==> src/hdl/vurt_pkg.sv <==
// ----------------------------------------------------------------------------
// vurt_pkg
// Shared types and constants of the video unit register and timing block.
// ----------------------------------------------------------------------------
package vurt_pkg;

    localparam int NAME_BYTES_DEF  = 4096;
    localparam int DOTS_PER_LINE   = 341;
    localparam int LINES_PER_FRAME = 262;
    localparam int VISIBLE_LINES   = 240;
    localparam int VBLANK_LINE     = 241;
    localparam int LAST_FETCH_DOT  = 256;
    localparam int ROW_STEP        = 32;
    localparam int QDEPTH          = 4;

    localparam logic [1:0] REQ_READ  = 2'd0;
    localparam logic [1:0] REQ_WRITE = 2'd1;
    localparam logic [1:0] REQ_TICK  = 2'd2;

    localparam logic [2:0] REG_CTRL   = 3'd0;
    localparam logic [2:0] REG_STATUS = 3'd2;
    localparam logic [2:0] REG_ADDR   = 3'd6;
    localparam logic [2:0] REG_DATA   = 3'd7;

    localparam logic [13:0] NAME_START    = 14'h2000;
    localparam logic [13:0] PALETTE_START = 14'h3F00;

    typedef enum logic [1:0] {
        LATCH_EMPTY,
        LATCH_HIGH,
        LATCH_FULL
    } latch_t;

    typedef struct packed {
        logic        we;
        logic        re;
        logic [13:0] addr;
        logic [7:0]  wdata;
    } mem_req_t;

    typedef struct packed {
        logic       valid;
        logic       fetch;
        logic [7:0] rd;
        logic       vblank;
    } issue_t;

    typedef struct packed {
        logic [7:0] rd;
        logic       vblank;
        logic [7:0] tile;
        logic [7:0] attr;
    } result_t;

endpackage

==> src/hdl/vurt_resq.sv <==
// ----------------------------------------------------------------------------
// vurt_resq
// Fetch capture stages and result queue toward the output channel.
// ----------------------------------------------------------------------------
module vurt_resq (
    input  logic             aclk,
    input  logic             aresetn,
    input  vurt_pkg::issue_t issue,
    input  logic [7:0]       rdata,
    output logic             room,
    output logic             m_valid,
    input  logic             m_ready,
    output logic [7:0]       m_read_data,
    output logic             m_vblank_flag,
    output logic [7:0]       m_tile_byte,
    output logic [7:0]       m_attr_byte
);
    import vurt_pkg::*;

    localparam int QAW = $clog2(QDEPTH);
    localparam int CW  = $clog2(QDEPTH + 1);

    issue_t         s1_reg;
    issue_t         s2_reg;
    logic [7:0]     tile_reg, tile_next;
    logic [7:0]     attr_reg, attr_next;
    result_t        q_reg [QDEPTH];
    logic [QAW-1:0] wptr_reg;
    logic [QAW-1:0] rptr_reg;
    logic [CW-1:0]  count_reg, count_next;
    logic [CW:0]    occupancy;
    result_t        push_entry;
    logic           push;
    logic           pop;
    result_t        head;

    always_comb begin
        push             = s2_reg.valid;
        pop              = m_valid && m_ready;
        tile_next        = (s1_reg.valid && s1_reg.fetch) ? rdata : tile_reg;
        attr_next        = (s2_reg.valid && s2_reg.fetch) ? rdata : attr_reg;
        push_entry.rd     = s2_reg.rd;
        push_entry.vblank = s2_reg.vblank;
        push_entry.tile   = tile_reg;
        push_entry.attr   = attr_next;
        count_next       = count_reg + CW'(push) - CW'(pop);
        occupancy        = (CW+1)'(count_reg) + (CW+1)'(s1_reg.valid) + (CW+1)'(s2_reg.valid);
        room             = occupancy < (CW+1)'(QDEPTH);
        head             = q_reg[rptr_reg];
    end

    assign m_valid       = (count_reg != '0);
    assign m_read_data   = head.rd;
    assign m_vblank_flag = head.vblank;
    assign m_tile_byte   = head.tile;
    assign m_attr_byte   = head.attr;

    always_ff @(posedge aclk) begin
        if (!aresetn) begin
            s1_reg.valid <= 1'b0;
            s2_reg.valid <= 1'b0;
            tile_reg     <= 8'd0;
            attr_reg     <= 8'd0;
            wptr_reg     <= '0;
            rptr_reg     <= '0;
            count_reg    <= '0;
        end else begin
            s1_reg       <= issue;
            s2_reg       <= s1_reg;
            tile_reg     <= tile_next;
            attr_reg     <= attr_next;
            count_reg    <= count_next;
            if (push) begin
                wptr_reg <= wptr_reg + QAW'(1);
            end
            if (pop) begin
                rptr_reg <= rptr_reg + QAW'(1);
            end
        end
    end

    always_ff @(posedge aclk) begin
        if (push) begin
            q_reg[wptr_reg] <= push_entry;
        end
    end

endmodule

==> config.mk <==
export PLATFORM = sky130hd
export DESIGN_NAME = vurt_resq
export DESIGN_NICKNAME = d
export VERILOG_FILES = /design/src/hdl/vurt_pkg.sv /design/src/hdl/vurt_resq.sv
export SDC_FILE = /design/constraint.sdc
export NUM_CORES = 1
export LEC_CHECK = 0
export BUFFER_PORTS_ARGS = -buffer_cell sky130_fd_sc_hd__buf_2
export CELL_PAD_IN_SITES_DETAIL_PLACEMENT = 0
export CELL_PAD_IN_SITES_GLOBAL_PLACEMENT = 2
export CORE_MARGIN = 4
export CORE_UTILIZATION = 30
export CTS_CLUSTER_DIAMETER = 60
export DETAILED_ROUTE_END_ITERATION = 10
export PLACE_DENSITY = 0.54
export REMOVE_ABC_BUFFERS = 1
export SETUP_SLACK_MARGIN = 0.5
export SLEW_MARGIN = 20
export SYNTH_ARGS = -nofsm -noshare
export SYNTH_HDL_FRONTEND = slang
export SYNTH_SLANG_ARGS = --single-unit
==> constraint.sdc <==
create_clock -name aclk -period 1.8 [get_ports aclk]
set_input_delay 0.18 -clock aclk [delete_from_list [all_inputs] [get_ports aclk]]
set_output_delay 0.18 -clock aclk [all_outputs]
set_load 0.01 [all_outputs]
==> results.txt <==
result of the run - finished, violations left
failing checks - setup timing
Final Max Tran Viols - 0
via count normalized by instance count - 4.39
total clock buffers created by CTS - 17
kind of cell adding the most delay to the critical path - multiplexers
total power density per cell area - 1280 nW/um^2
total I/O pin count - 49
WP data arrival - 1.73 ns
number of flip-flops under the largest register name - 100
final worst-path cycle share - 106%
hold path start - rdata[0]
number of failing hold endpoints at the final stage - 0
initial antenna violation count - 1
synthesis-to-finish area growth - 35.6%
number of buffers and inverters on the critical path - 3
# nets final - 401
slew at the pin closest to its max-slew limit - 0.362 ns
antenna diode count - 0
part of the Yosys area used for sequential elements - 76.4%
port bufs - 48
fraction of final layout cells sized beyond drive strength 1 - 42.3%
basic-gate share of the synthesized area counting and, or, nand and nor cells - 4.50%
pin count of the biggest net entering global routing - 47
FF+latch area - 4150 um^2
Final Instance Area - 7360 um^2
total congestion overflow - 0
share of synthesized area spent on multiplexers - 12.6%
clock period minus worst slack - 1.91 ns
unrepaired setup endpoints after global routing - yes
worst vdd ir - 0.000616 V
Root Buffer Master - sky130_fd_sc_hd__clkbuf_16
clock tree from TritonCTS - built
All-Layer GR Usage - 11.3%
Maximum Capacitance Violations - 0
worst reg2reg endpoint - count_reg[2]
CP max-delay cell - sky130_fd_sc_hd__mux4_2
Critical Path, Cell by Cell - buf_6, buf_12, mux4_2, buf_6
clock slew at the register clock pins of the worst setup and hold paths - 0.06 ns
area of the multi-input gates - 1240 um^2
die span in x - 142 um
source-to-sink clock delay at the later pin of the worst-skew pair - 0.41 ns
filler instances - 1,571
number of warnings issued by yosys - 0
H-tree depth - 4
synthesized flop and latch total - 147
post-detailed-placement cell area - 6040 um^2
main combinational cell family by area after synthesis - multiplexers
area of the core region - 17,500 um^2
cell area after technology mapping - 5420 um^2
class of the worst hold path - in -> reg
wire length of the first global-routing pass - 16,500 um
full die area - 20,300 um^2
post-DR wirelength/cell - 17.9 um
commonest non-fill, non-tap cell in the layout - sky130_fd_sc_hd__edfxtp_1
total iterations of the first detailed-routing run - 4
final RePlAce weighted congestion - 0.697
required time at the endpoint of the critical path - 1.62 ns
first-iteration detailed-routing DRC count - 113
worst clock skew on the final layout - 0.00496 ns
DRC viols - 0
worst slew margin relative to its limit - 75.8%
fraction of the mapped netlist area in compound gates - 1.64%
CTS sink cnt - 147
slowest cell delay on critical path - 0.54 ns
number of buffers on the longest clock path - 2
terminating pin of the worst hold path - tile_reg[0]
Final Routed Wirelength - 10,900 um
worst reg-to-reg setup slack - -0.07 ns
adder-cell area share of the yosys netlist - 2.22%
depth of the worst register-to-register path - 8
top library cells by usage in the layout, fill and taps aside - sky130_fd_sc_hd__edfxtp_1, sky130_fd_sc_hd__buf_6, sky130_fd_sc_hd__buf_2
Top cell by count, worst path - sky130_fd_sc_hd__buf_6
starting density of the core - 31.0%
remaining antenna violation count - 0
total setup violations reported at the end of the flow - 27
Max Clock Freq - 524 MHz
via count of the first global-routing pass - 2,901
startpoint of the worst-slack reg-to-reg timing path - count_reg[2]
number of standard cells after synthesis - 266
post-layout worst setup margin - -0.109 ns
start-to-end type of the worst setup path - reg -> out
Worst Hold Depth - 3
area share of xor/xnor cells in the synthesized design - 0.646%
Worst Path Max Fanout - 7
type of element capturing the critical path - output port
Post-DP HPWL - 6110 um
y dimension of the die - 142 um
number of different library cells in the post-synthesis netlist - 30
standard-cell rows - 48
total vias in the final route - 2,667
Hold WS - 0.0498 ns
static leakage power - 2.59 nW
total power of the final layout - 9.44 mW
Worst Setup Start Kind - flip-flop
synthesized area per cell - 20.4 um^2
## cell usage after synthesis (all sizes together)
| master | n | area (um^2) |
|---|---|---|
| edfxtp | 120 | 3600 |
| dfxtp | 27 | 541 |
| mux4 | 25 | 582 |
| and2 | 18 | 113 |
| nand2 | 10 | 45.0 |
| a21boi | 8 | 60.1 |
| ha | 8 | 100 |
| mux2 | 8 | 90.1 |
| nand3 | 8 | 40.0 |
| buf | 7 | 73.8 |
| inv | 5 | 18.8 |
| clkbuf | 4 | 16.3 |
| nor2b | 4 | 25.0 |
| nor2 | 2 | 7.51 |
| xnor2 | 2 | 17.5 |
| xor2 | 2 | 17.5 |
| a21oi | 1 | 5.00 |
| fa | 1 | 20.0 |
| mux2i | 1 | 10.0 |
| nand3b | 1 | 7.51 |
| o22ai | 1 | 6.26 |
| o311ai | 1 | 8.76 |
| o31a | 1 | 8.76 |
| or3 | 1 | 6.26 |
## metal layers
metal	wire length, um	track usage [%]
met3	448	4.17
met4	150	4.20
met5	13	0
met1	4800	13.9
met2	5490	18.2
## timing repair
item                                   in CTS  in global routing
endpoints found under the hold margin      11                  0
pin swaps                                   6                  4
setup endpoints to repair                 132                166
buffers inserted                            6                  3
gates cloned                                4                  5
resized for setup                          55                 36
hold buffers                               11                  0
## cell type report
type                            count  area share [%]
Timing Repair Buffer               96            14.8
Sequential cell                   147            56.5
Clock inverter                     11            1.85
Inverter                            5           0.255
Clock buffer                       21            5.99
Multi-Input combinational cell    103            16.8
Tap cell                          225            3.83
## cells by family (layout without fill, tap and decap cells)
logic type | Yosys count | after routing
AOI/OAI and AO/OA | 12 | 12
xor gates and xnor gates | 4 | 4
adders and majority gates | 9 | 9
buffers and inverters | 16 | 133
DFF | 147 | 147
muxes | 34 | 34
and+or+nand+nor | 44 | 44
## power breakdown
part | switching [mW] | internal [mW] | total (mW) | leakage [nW]
combinational | 0.829 | 1.28 | 2.11 | 0.990
clock | 1.26 | 2.16 | 3.42 | 0.266
sequential | 0.0926 | 3.82 | 3.92 | 1.34
## worst max-delay path by stage
stage / to / depth (start not counted) / slack [ns]
2_1_floorplan: m_attr_byte[0] / 1 / -0.24
3_5_place_dp: count_reg[2] / 8 / -0.11
5_1_grt: m_tile_byte[6] / 4 / -0.18
3_3_place_gp: count_reg[2] / 8 / -0.08
4_1_cts: m_tile_byte[6] / 4 / -0.15
6_report: m_tile_byte[6] / 4 / -0.11
## stage by stage
| step | cells | util (%) | worst slack (ns) | TNS, ns |
|---|---|---|---|---|
| after floorplan | 255 | - | -0.244 | -4.85 |
| after global placement | 547 | 34.5 | -0.0791 | -0.0791 |
| after detailed placement | 547 | 34.5 | -0.109 | -0.109 |
| after CTS | 600 | 40.5 | -0.146 | -3.10 |
| after global routing | 608 | 42.1 | -0.184 | -4.15 |
| final | 608 | 42.1 | -0.109 | -2.23 |
## worst min-delay path: cells and delay by family
kind | cells | cell delay (ns)
buffers and inverters | 1 | 0.11
AOI/OAI and AO/OA | 1 | 0.07
and+or+nand+nor | 1 | 0.05
(Power assumes the default switching activity.)
