[config.mk]
export PLATFORM = sky130hd
export DESIGN_NAME = vurt_ctrl
export DESIGN_NICKNAME = d
export VERILOG_FILES = /design/src/hdl/vurt_pkg.sv /design/src/hdl/vurt_ctrl.sv
export SDC_FILE = /design/constraint.sdc
export NUM_CORES = 1
export LEC_CHECK = 0
export BUFFER_PORTS_ARGS = -buffer_cell sky130_fd_sc_hd__buf_2
export CAP_MARGIN = 30
export CORE_UTILIZATION = 60
export CTS_CLUSTER_SIZE = 25
export DETAILED_ROUTE_END_ITERATION = 12
export HOLD_SLACK_MARGIN = 0.12
export PLACE_DENSITY_LB_ADDON = 0.2
export SLEW_MARGIN = 20
export SYNTH_ARGS = -nofsm -noshare
export SYNTH_HDL_FRONTEND = slang
export SYNTH_SLANG_ARGS = --single-unit
[constraint.sdc]
create_clock -name aclk -period 3.2 [get_ports aclk]
set_clock_uncertainty 0.05 [all_clocks]
set_input_delay 0.32 -clock aclk [delete_from_list [all_inputs] [get_ports aclk]]
set_output_delay 0.32 -clock aclk [all_outputs]
set_load 0.005 [all_outputs]
[src/hdl/vurt_pkg.sv]
// ----------------------------------------------------------------------------
// vurt_pkg
// Shared types and constants of the video unit register and timing block.
// ----------------------------------------------------------------------------
package vurt_pkg;

    localparam int NAME_BYTES_DEF  = 4096;
    localparam int DOTS_PER_LINE   = 341;
    localparam int LINES_PER_FRAME = 262;
    localparam int VISIBLE_LINES   = 240;
    localparam int VBLANK_LINE     = 241;
    localparam int LAST_FETCH_DOT  = 256;
    localparam int ROW_STEP        = 32;
    localparam int QDEPTH          = 4;

    localparam logic [1:0] REQ_READ  = 2'd0;
    localparam logic [1:0] REQ_WRITE = 2'd1;
    localparam logic [1:0] REQ_TICK  = 2'd2;

    localparam logic [2:0] REG_CTRL   = 3'd0;
    localparam logic [2:0] REG_STATUS = 3'd2;
    localparam logic [2:0] REG_ADDR   = 3'd6;
    localparam logic [2:0] REG_DATA   = 3'd7;

    localparam logic [13:0] NAME_START    = 14'h2000;
    localparam logic [13:0] PALETTE_START = 14'h3F00;

    typedef enum logic [1:0] {
        LATCH_EMPTY,
        LATCH_HIGH,
        LATCH_FULL
    } latch_t;

    typedef struct packed {
        logic        we;
        logic        re;
        logic [13:0] addr;
        logic [7:0]  wdata;
    } mem_req_t;

    typedef struct packed {
        logic       valid;
        logic       fetch;
        logic [7:0] rd;
        logic       vblank;
    } issue_t;

    typedef struct packed {
        logic [7:0] rd;
        logic       vblank;
        logic [7:0] tile;
        logic [7:0] attr;
    } result_t;

endpackage

[src/hdl/vurt_ctrl.sv]
// ----------------------------------------------------------------------------
// vurt_ctrl
// Register file, address latch, dot timing and name memory access issue.
// ----------------------------------------------------------------------------
module vurt_ctrl (
    input  logic               aclk,
    input  logic               aresetn,
    input  logic               s_valid,
    output logic               s_ready,
    input  logic [1:0]         s_req_type,
    input  logic [2:0]         s_reg_index,
    input  logic [7:0]         s_write_data,
    input  logic               room,
    output vurt_pkg::issue_t   issue,
    output vurt_pkg::mem_req_t mreq
);
    import vurt_pkg::*;

    logic [7:0]  regfile_reg [8];
    logic        vblank_reg, vblank_next;
    latch_t      latch_reg, latch_next;
    logic [7:0]  addr_high_reg, addr_high_next;
    logic [15:0] vram_reg, vram_next;
    logic        step_row_reg, step_row_next;
    logic [1:0]  nt_sel_reg, nt_sel_next;
    logic [8:0]  dot_reg, dot_next;
    logic [8:0]  line_reg, line_next;
    logic        attr_pend_reg;
    logic [13:0] attr_addr_reg, attr_addr_next;

    logic        accept;
    logic        is_read;
    logic        is_write;
    logic        is_tick;
    logic        fetch_now;
    logic        data_store;
    logic [4:0]  col;
    logic [4:0]  row;

    assign s_ready = !attr_pend_reg && room;
    assign accept  = s_valid && s_ready;

    always_comb begin
        is_read    = accept && (s_req_type == REQ_READ);
        is_write   = accept && (s_req_type == REQ_WRITE);
        is_tick    = accept && (s_req_type == REQ_TICK);
        col        = 5'(dot_reg[8:3] - 6'd1);
        row        = line_reg[7:3];
        fetch_now  = is_tick && (line_reg < 9'(VISIBLE_LINES)) && (dot_reg != 9'd0)
                     && (dot_reg <= 9'(LAST_FETCH_DOT)) && (dot_reg[2:0] == 3'd0);
        data_store = is_write && (s_reg_index == REG_DATA) && (latch_reg == LATCH_FULL);

        vblank_next    = vblank_reg;
        latch_next     = latch_reg;
        addr_high_next = addr_high_reg;
        vram_next      = vram_reg;
        step_row_next  = step_row_reg;
        nt_sel_next    = nt_sel_reg;
        dot_next       = dot_reg;
        line_next      = line_reg;
        attr_addr_next = {2'b10, nt_sel_reg, 4'b1111, row[4:2], col[4:2]};

        if (is_read && (s_reg_index == REG_STATUS)) begin
            vblank_next = 1'b0;
            latch_next  = LATCH_EMPTY;
        end
        if (is_write) begin
            case (s_reg_index)
                REG_CTRL: begin
                    nt_sel_next   = s_write_data[1:0];
                    step_row_next = s_write_data[2];
                end
                REG_ADDR: begin
                    if (latch_reg != LATCH_HIGH) begin
                        addr_high_next = s_write_data;
                        latch_next     = LATCH_HIGH;
                    end else begin
                        vram_next  = {addr_high_reg, s_write_data};
                        latch_next = LATCH_FULL;
                    end
                end
                default: begin
                end
            endcase
        end
        if (data_store) begin
            vram_next = vram_reg + (step_row_reg ? 16'(ROW_STEP) : 16'd1);
        end
        if (is_tick) begin
            if ((line_reg == 9'(VBLANK_LINE)) && (dot_reg == 9'd1)) begin
                vblank_next = 1'b1;
            end
            if (dot_reg == 9'(DOTS_PER_LINE - 1)) begin
                dot_next  = 9'd0;
                line_next = (line_reg == 9'(LINES_PER_FRAME - 1)) ? 9'd0 : line_reg + 9'd1;
            end else begin
                dot_next = dot_reg + 9'd1;
            end
        end

        mreq       = '0;
        mreq.wdata = s_write_data;
        if (attr_pend_reg) begin
            mreq.re   = 1'b1;
            mreq.addr = attr_addr_reg;
        end else if (fetch_now) begin
            mreq.re   = 1'b1;
            mreq.addr = {2'b10, nt_sel_reg, row, col};
        end else if (data_store) begin
            mreq.we   = 1'b1;
            mreq.addr = vram_reg[13:0];
        end

        issue.valid  = accept;
        issue.fetch  = fetch_now;
        issue.rd     = is_read ? regfile_reg[s_reg_index] : 8'd0;
        issue.vblank = vblank_next;
    end

    always_ff @(posedge aclk) begin
        if (!aresetn) begin
            for (int i = 0; i < 8; i++) begin
                regfile_reg[i] <= 8'd0;
            end
            vblank_reg    <= 1'b0;
            latch_reg     <= LATCH_EMPTY;
            addr_high_reg <= 8'd0;
            vram_reg      <= 16'd0;
            step_row_reg  <= 1'b0;
            nt_sel_reg    <= 2'd0;
            dot_reg       <= 9'd0;
            line_reg      <= 9'd0;
            attr_pend_reg <= 1'b0;
        end else begin
            if (is_write) begin
                regfile_reg[s_reg_index] <= s_write_data;
            end
            vblank_reg    <= vblank_next;
            latch_reg     <= latch_next;
            addr_high_reg <= addr_high_next;
            vram_reg      <= vram_next;
            step_row_reg  <= step_row_next;
            nt_sel_reg    <= nt_sel_next;
            dot_reg       <= dot_next;
            line_reg      <= line_next;
            attr_pend_reg <= fetch_now;
        end
    end

    always_ff @(posedge aclk) begin
        if (fetch_now) begin
            attr_addr_reg <= attr_addr_next;
        end
    end

endmodule

==> results.yml <==
synth:
  synth-seq-area-share_pct: 50.04
  syn-num-nets: 610
  synthCells: 583
  synth_top_area_share_pct: 35.32
  synth_area_per_cell_um2: 10.50
  yosys_warnings: 0
  synth.most_common_cell: "edfxtp_1"
  synth_top_area_cell: "edfxtp_1"
  yosys_register_bits: 117
  synth_edf_count: 72
  ys_async_sr_fraction_pct: 0
  synthTopCellsByArea: "edfxtp_1, dfxtp_1, and2_1, mux2i_1, nor2_1"
  yosysUniqueCellTypes: 61
  synth_common_cells: "edfxtp_1, and2_1, dfxtp_1, nor2_1, nand2_1"
  syn_area_mm2: 0.006121
  synth_ff_type: "edfxtp_1"
clock_tree:
  cts_sinks: 117
  clkSlewWorstSetupHoldPaths_ns: 0.06
  cts_buffer_depth: 2
  numCtsBuffers: 17
  cts_root_buf: "clkbuf_8"
  htree_levels: 4
  clk_latency_ns: 0.52
  cts_hold_buf: 0
  cts_tree: "built"
job:
  maxCapViolCount: 0
timing:
  setup_violations: 0
  fmax_mhz: 328.7
  setup_tns_ns: 0
  hold_violations: 0
  fin_crit_sh_pct: 95.07
  drv_slew: 0
  max-slew-margin-rel_pct: 59.16
  fin_ws_ns: 0.1577
  rsz0062_at_grt: "false"
  fin_crit_ns: 3.042
  worstMarginPinSlew_ns: 0.6079
worst_setup_path:
  start_kind: "flop"
  r2r_end: "vram_reg[10]"
  ff2ff_setup_slack_ns: 0.71
  arrival_ns: 2.67
  end_kind: "output pin"
  criticalPathCategory: "flop to output pin"
  timing.rr.start: "attr_pend_reg"
  worstPathMaxFanout: 11
  reg2regPathDepth: 6
  cp.required_ns: 2.83
place:
  place_inst: 745
  place_ws_ns: 0.4721
  place.gp.congestion: 0.9034
  portBuffers: 52
  dp_hpwl_mm: 10.26
hold_path:
  hold_depth: 3
  hold_class: "input pin to flop"
  hp-start: "s_write_data[2]"
  worstHoldEndpoint: "addr_high_reg[2]"
layout:
  regArea_mm2: 0.003063
  finish.utilization_pct: 72.39
  diodes: 0
  fillers: 769
  layoutNonFillerInstCount: 779
  largest_register_ff_count: 64
  multiInputGateArea_mm2: 0.002770
  layout.nets: 660
  syn_to_final_growth_pct: 16.13
  drive_gt1_share_pct: 19.20
routing:
  wire_per_inst_um: 19.62
  routed_via_density: 6.109
  route.detailed.drc: 0
  via_count: 4759
  first_iter_violations: 312
  final_antenna_net_count: 0
  first_pass_iters: 5
  wl_mm: 15.28
grt:
  overflow: 0
  grt_pass1_vias: 4495
  grt_max_degree: 35
  antenna_found_initial: 0
  grt_util_all_layers_pct: 31.03
  grt_pass1_wl_mm: 23.96
floorplanning:
  rows: 36
  die_width_um: 103
  initial_core_util_pct: 62.33
  core-area_mm2: 0.009819
  io_pins: 53
  dieArea_mm2: 0.01061
  die_h_um: 103
power_and_ir_drop:
  power_density_mw_per_mm2: 530.5
  vdd.ir_drop.worst_v: 0.0003474
  leakagePower_nw: 2.840
run_status:
  status: "complete, no violations"
cells by family (layout without fill, tap and decap cells):
kind of cell | Yosys count | after routing | synth area share, %
flops | 117 | 117 | 50.04
compound gates | 99 | 99 | 11.82
xor+xnor | 22 | 22 | 3.148
simple gates | 242 | 242 | 22.34
buf+inv | 64 | 127 | 4.947
fa+ha+maj | 10 | 10 | 2.044
mux | 29 | 29 | 5.662
cell usage in the layout, fill, tap and decap left out, drive strengths merged, types with 10 or more instances in the layout:
master and count:
edfxtp 72, buf 70, and2 68, dfxtp 45
nor2 41, nand2 31, inv 26, nand3 21
mux2i 20, a21oi 20, o21ai 20, clkbuf 18
xor2 16, nor2b 16, nand2b 11, nor3 11
a22oi 10, ha 10, a21boi 10, a221oi 10
critical path: stages (launching register included):
cell and delay [ns]:
dfxtp_1 0.39, or4_4 0.61, o31a_1 0.33, nor4_4 0.21, buf_2 0.32, a221o_1 0.19, buf_2 0.10
metal layers:
metal	GRT usage [%]	routed length (um)	up-vias
li1	-	-	2214
met1	39.21	6162	2285
met2	50.77	7558	215
met3	6.508	1027	45
met4	15.49	535	0
met5	0	0	-
metrics by stage:
step	hold WS, ns	total power (W)	cell area (um2)
floorplan	0.4000	0.001792	6121
global placement	0.4103	0.001865	6465
detailed placement	0.4216	0.001871	6465
CTS	0.1744	0.003778	7098
global route	0.2008	0.003876	7108
finish	0.1869	0.003771	7108
layout make-up:
type / instances / area share [%]
sequential: 117 / 43.09
clock buffer: 18 / 6.020
clock inverter: 14 / 2.482
timing repair buffer: 70 / 5.756
inverter: 25 / 1.338
tap: 133 / 2.341
multi-input combinational: 402 / 38.97
worst max path at each step:
stage	from	endpoint	slack [ns]	depth (start not counted)
after global placement	dot_reg[5]	mreq[8]	0.54	7
after floorplan	dot_reg[5]	mreq[13]	0.75	7
after detailed placement	dot_reg[5]	mreq[8]	0.47	7
after CTS	dot_reg[5]	mreq[19]	0.01	8
final	dot_reg[5]	mreq[16]	0.16	6
after global routing	dot_reg[5]	mreq[16]	0.03	6
what timing repair did:
| item | in CTS | in global routing |
|---|---|---|
| setup endpoints to repair | 4 | 13 |
| buffers inserted | 1 | 0 |
| gates resized for setup | 1 | 2 |
| pin swaps | 0 | 1 |
| cloned | 1 | 0 |
power breakdown:
group          internal (W)  switching (W)  total (W)
combinational     0.0000672       0.000125   0.000192
sequential          0.00164      0.0000148    0.00165
clock               0.00121       0.000713    0.00193
Power figures use the tool's default switching activity.
